<file path="src/rtl/core/ogss_pkg.sv">
// ----------------------------------------------------------------------------
// ogss_pkg
// Shared constants, command codes and request types for the grid store core.
// ----------------------------------------------------------------------------
package ogss_pkg;

    localparam int GRID_HALF_SPAN_DEF = 63;
    localparam int GRID_SIDE_DEF      = 127;

    localparam int CMD_W   = 2;
    localparam int COORD_W = 12;
    localparam int DATA_W  = 16;

    localparam logic [DATA_W-1:0] SAT_CEIL_RST = 16'hFFFF;

    typedef enum logic [CMD_W-1:0] {
        CMD_SET    = 2'd0,
        CMD_CHANGE = 2'd1,
        CMD_GET    = 2'd2
    } t_cmd;

    typedef struct packed {
        t_cmd              cmd;
        logic [DATA_W-1:0] data;
        logic              in_rng;
    } t_req_meta;

    typedef enum logic {
        ST_CLEAR,
        ST_RUN
    } t_state;

endpackage

</file>
<file path="src/rtl/core/ogss_addr.sv">
// ----------------------------------------------------------------------------
// ogss_addr
// Range check and cell address pipeline: offset, row multiply, and reduction
// modulo the store depth by reciprocal multiply with one correction step.
// ----------------------------------------------------------------------------
module ogss_addr #(
    parameter int GRID_HALF_SPAN = ogss_pkg::GRID_HALF_SPAN_DEF,
    parameter int GRID_SIDE      = ogss_pkg::GRID_SIDE_DEF,
    localparam int ADDR_W        = $clog2(GRID_SIDE * GRID_SIDE)
) (
    input  logic                                 i_clk,
    input  logic                                 i_rst_n,
    input  logic                                 i_en,
    input  logic                                 i_vld,
    input  logic [ogss_pkg::CMD_W-1:0]           i_cmd,
    input  logic signed [ogss_pkg::COORD_W-1:0]  i_coord_x,
    input  logic signed [ogss_pkg::COORD_W-1:0]  i_coord_y,
    input  logic [ogss_pkg::DATA_W-1:0]          i_data,
    output logic                                 o_vld,
    output ogss_pkg::t_req_meta                  o_meta,
    output logic [ADDR_W-1:0]                    o_addr
);

    localparam int DEPTH    = GRID_SIDE * GRID_SIDE;
    localparam int SPAN_W   = $clog2(2 * GRID_HALF_SPAN + 1);
    localparam int FULL_MAX = 2 * GRID_HALF_SPAN * GRID_SIDE + 2 * GRID_HALF_SPAN;
    localparam int FULL_W   = $clog2(FULL_MAX + 1);
    localparam int SH       = (FULL_W > ADDR_W) ? FULL_W : ADDR_W;
    localparam longint RECIP = (longint'(1) << SH) / DEPTH;
    localparam int Q_W      = $clog2(FULL_MAX / DEPTH + 2);
    localparam int PROD_W   = SH + Q_W;
    localparam int CW       = ogss_pkg::COORD_W + 1;
    localparam logic signed [CW-1:0] HALF_S = CW'(GRID_HALF_SPAN);

    logic [4:0]          r_vld;
    ogss_pkg::t_req_meta r_s1_meta, r_s2_meta, r_s3_meta, r_s4_meta, r_s5_meta;
    logic [SPAN_W-1:0]   r_s1_a, r_s1_b;
    logic [FULL_W-1:0]   r_s2_full, r_s3_full, r_s4_full, r_s4_qd;
    logic [Q_W-1:0]      r_s3_q;
    logic [ADDR_W-1:0]   r_s5_addr;

    logic signed [CW-1:0] x_ext, y_ext, a_sum, b_sum;
    logic                 in_rng;
    ogss_pkg::t_req_meta  n_s1_meta;
    logic [FULL_W-1:0]    full_c, qd_c, rem_c;
    logic [PROD_W-1:0]    prod_c;
    logic [ADDR_W-1:0]    addr_c;

    always_comb begin
        x_ext  = {i_coord_x[ogss_pkg::COORD_W-1], i_coord_x};
        y_ext  = {i_coord_y[ogss_pkg::COORD_W-1], i_coord_y};
        in_rng = (x_ext >= -HALF_S) && (x_ext <= HALF_S)
              && (y_ext >= -HALF_S) && (y_ext <= HALF_S);
        a_sum  = x_ext + HALF_S;
        b_sum  = HALF_S - y_ext;
        n_s1_meta.cmd    = ogss_pkg::t_cmd'(i_cmd);
        n_s1_meta.data   = i_data;
        n_s1_meta.in_rng = in_rng;
    end

    always_comb begin
        full_c = FULL_W'(r_s1_a) * FULL_W'(GRID_SIDE) + FULL_W'(r_s1_b);
        prod_c = PROD_W'(r_s2_full) * PROD_W'(RECIP);
        qd_c   = FULL_W'(r_s3_q) * FULL_W'(DEPTH);
        rem_c  = r_s4_full - r_s4_qd;
        if (32'(rem_c) >= 32'(DEPTH)) begin
            addr_c = ADDR_W'(rem_c - FULL_W'(DEPTH));
        end else begin
            addr_c = ADDR_W'(rem_c);
        end
    end

    always_ff @(posedge i_clk) begin
        if (!i_rst_n) begin
            r_vld <= '0;
        end else if (i_en) begin
            r_vld <= {r_vld[3:0], i_vld};
        end
    end

    always_ff @(posedge i_clk) begin
        if (i_en) begin
            r_s1_meta <= n_s1_meta;
            r_s1_a    <= a_sum[SPAN_W-1:0];
            r_s1_b    <= b_sum[SPAN_W-1:0];
            r_s2_meta <= r_s1_meta;
            r_s2_full <= full_c;
            r_s3_meta <= r_s2_meta;
            r_s3_full <= r_s2_full;
            r_s3_q    <= prod_c[SH +: Q_W];
            r_s4_meta <= r_s3_meta;
            r_s4_full <= r_s3_full;
            r_s4_qd   <= qd_c;
            r_s5_meta <= r_s4_meta;
            r_s5_addr <= addr_c;
        end
    end

    assign o_vld  = r_vld[4];
    assign o_meta = r_s5_meta;
    assign o_addr = r_s5_addr;

endmodule

</file>
<file path="config.mk">
export PLATFORM = sky130hd
export DESIGN_NAME = ogss_addr
export DESIGN_NICKNAME = d
export VERILOG_FILES = /design/src/rtl/core/ogss_pkg.sv /design/src/rtl/core/ogss_addr.sv
export SDC_FILE = /design/constraint.sdc
export NUM_CORES = 1
export LEC_CHECK = 0
export BUFFER_PORTS_ARGS = -buffer_cell sky130_fd_sc_hd__buf_2
export CORE_AREA = 2 2 130 132
export DETAILED_ROUTE_END_ITERATION = 7
export DIE_AREA = 0 0 132 134
export PLACE_DENSITY_LB_ADDON = 0.08
export SYNTH_ARGS = -nofsm -noshare
export SYNTH_HDL_FRONTEND = slang
export SYNTH_SLANG_ARGS = --single-unit
</file>
<file path="constraint.sdc">
create_clock -name i_clk -period 4.2 [get_ports i_clk]
set_input_delay 0.21 -clock i_clk [delete_from_list [all_inputs] [get_ports i_clk]]
set_output_delay 0.21 -clock i_clk [all_outputs]
set_load 0.03 [all_outputs]
</file>
==> out/results.ini <==
[run_status]
status = complete, no violations

[setup_path]
r2r_slack_ns = 0.12
crit_required_ns = 4.36
start_kind = flip-flop
worstPathMaxFanout = 5
reg2reg_depth = 14
r2r_start = r_s1_a[2]
worstSetupPathType = flip-flop to flip-flop
r2r_end = r_s2_full[12]
cp.arrival_ns = 4.24
crit_end = r_s2_full[12]
setup.worst_path.start = r_s1_a[2]
crit_path_end_kind = flip-flop

[power]
leakagePower_nw = 3.54
power_density_nw_per_um2 = 659
irDropWorstVdd_mv = 0.293

[synth]
syn_nets = 539
synth_ff_type = edfxtp_1
syn_area_um2 = 7200
synth_edf_count = 165
syn_avg_cell_area_um2 = 16.9
ys_async_sr_fraction = 0
syn_inst = 427
yosys_warnings = 0
synth_seq_cells = 170
netlist-cell-type-count = 44
ys_seq_area_frac = 0.702

[clock_tree]
clk_pin_slew_ns = 0.07
cts.sink_count = 170
cts_tree = yes
htree_levels = 4
clockBufferDepth = 2
numCtsBuffers = 17
insertion_delay_ns = 0.42
cts_root_buf = clkbuf_16

[timing]
drv_slew = 0
hold_violations = 0
period_minus_slack_ns = 4.08
max_slew.worst_pin.slew_ns = 0.903
period_share = 0.971
setup_viol_count_final = 0
slew_headroom = 0.398
skew_ns = 0.00943
fmax_mhz = 245
setup_ws_ns = 0.121

[floorplanning]
die_w_um = 132
row_count = 47
dieHeight_um = 134
start_util = 0.442
pin_count = 80
die_area_um2 = 17700
core_um2 = 16300

[cells_and_area]
layout_commonest_cell = edfxtp_1
fin_nets = 667
diodes = 0
synthToLayoutAreaGrowth_pct = 22.2
drive_gt1_frac = 0.250
stdcell_count = 788
layout_common_cells = 165 x edfxtp_1, 78 x buf_2, 71 x inv_1

[grt]
grt_pass1_vias = 3617
grt.total_usage = 0.117
grt_max_degree = 101
grt_overflow = 0
antenna_found_initial = 0
grt_pass1_wl_um = 16200

[drt]
num_vias = 3531
drt-total-wl_um = 9830
route.detailed.drc = 0
initialDrtViolationCount = 141
viasPerCell = 4.48
ant_nets = 0
drtPass1Iterations = 6
wl_per_cell_um = 12.5

[flow_run]
cap_violations = 0

[placed_design]
placed_cells = 730
port-buffer-count = 79
dpl.hpwl_um = 6610
globalplace.congestion = 0.806
pre_cts_slack_ns = 0.0670

[min_path]
hold_class = input port to flip-flop

-- worst min path at each step --
stage                       startpoint  depth (start not counted)            end  slack (ns)
after floorplan           i_coord_y[6]                          0      r_s1_b[6]        0.31
after global placement      i_data[11]                          1  r_s1_meta[12]        0.39
after detailed placement    i_data[10]                          1  r_s1_meta[11]        0.39
after CTS                 i_coord_y[2]                          2      r_s1_b[2]        0.01
after global routing      i_coord_y[1]                          2      r_s1_b[1]        0.02
final                     i_coord_y[2]                          2      r_s1_b[2]        0.04
-- flip-flops by register name, summed over array words and instances, names as in the netlist --
name and cells:
o_meta 19, r_s1_meta 19, r_s2_meta 19, r_s3_meta 19, r_s4_meta 19, o_addr 14
r_s2_full 14, r_s3_full 14, r_s4_full 14, r_s1_a 7, r_s1_b 7, r_vld 5
-- layout make-up --
type | instances | area (um2)
well taps | 220 | 275
inverters | 72 | 270
fillers | 1326 | 7490
flip-flops and latches | 170 | 5050
repair buffers | 110 | 682
multi-input cells | 184 | 1910
clock buffers | 20 | 479
clock inverters | 12 | 121
-- power breakdown --
group	internal, W	switching (W)	total, W
Clock	0.000855	0.000671	0.00153
Combinational	0.000910	0.00105	0.00196
Sequential	0.00223	0.0000689	0.00230
-- kinds of logic (layout without fill, tap and decap cells) --
family / count (synthesis) / in the layout / synth area share
AO/OA/AOI/OAI: 28 / 28 / 0.0285
XOR/XNOR: 24 / 24 / 0.0292
adder cells (fa/ha/maj): 66 / 66 / 0.141
buffers and inverters: 73 / 214 / 0.0381
flip-flops: 170 / 170 / 0.702
multiplexers: 6 / 6 / 0.00835
AND/OR/NAND/NOR: 60 / 60 / 0.0525
-- metal layers --
metal | share of wire | vias to the layer above | track usage
met5 | 0 | - | 0
li1 | - | 1777 | -
met4 | 0.016 | 0 | 0.0543
met2 | 0.51 | 80 | 0.199
met1 | 0.44 | 1660 | 0.138
met3 | 0.043 | 14 | 0.0336
-- metrics by stage --
stage               power (W)   util  TNS [ns]  cell area [um2]  hold WS (ns)
floorplan             0.00371      -         0             7200         0.309
global placement      0.00407  0.485         0             7910         0.386
detailed placement    0.00409  0.485         0             7910         0.388
CTS                   0.00567  0.534         0             8700        0.0138
global route          0.00621  0.540    -0.152             8790        0.0226
finish                0.00579  0.540         0             8790        0.0398
-- worst max-delay path, cell delays in order (launching register included) --
cell and delay [ns]:
edfxtp_1 0.45, inv_1 0.10, fa_2 0.40, fa_1 0.50
inv_1 0.07, fa_1 0.56, inv_1 0.06, fa_1 0.53
inv_1 0.06, ha_4 0.29, nand2_1 0.10, a21boi_2 0.20
nor2_1 0.07, a221o_1 0.32, xnor2_1 0.12
-- synth_stat cells, drive strengths merged, types with 2 or more instances --
master	count	area [um2]
a21o	3	30.0
a21oi	9	48.8
a31oi	2	12.5
and2	3	18.8
and3	4	25.0
dfxtp	5	100
edfxtp	165	4950
fa	25	500
ha	41	513
inv	72	270
mux2i	6	60.1
nand2	6	22.5
nand2b	2	12.5
nand3	7	40.0
nor2	10	45.0
nor2b	9	56.3
nor3	6	30.0
nor3b	2	20.0
nor4	5	58.8
o2111ai	2	23.8
o21ai	5	25.0
or4	2	15.0
xnor2	14	123
xor2	10	87.6
-- timing repair --
action / CTS / global route
gates resized for setup: 0 / 10
setup buffers: 0 / 7
hold buffers: 19 / 0
endpoints found under the setup margin: 0 / 5
endpoints found under the hold margin: 19 / 0
No activity file was read; power rests on OpenSTA's default activity.
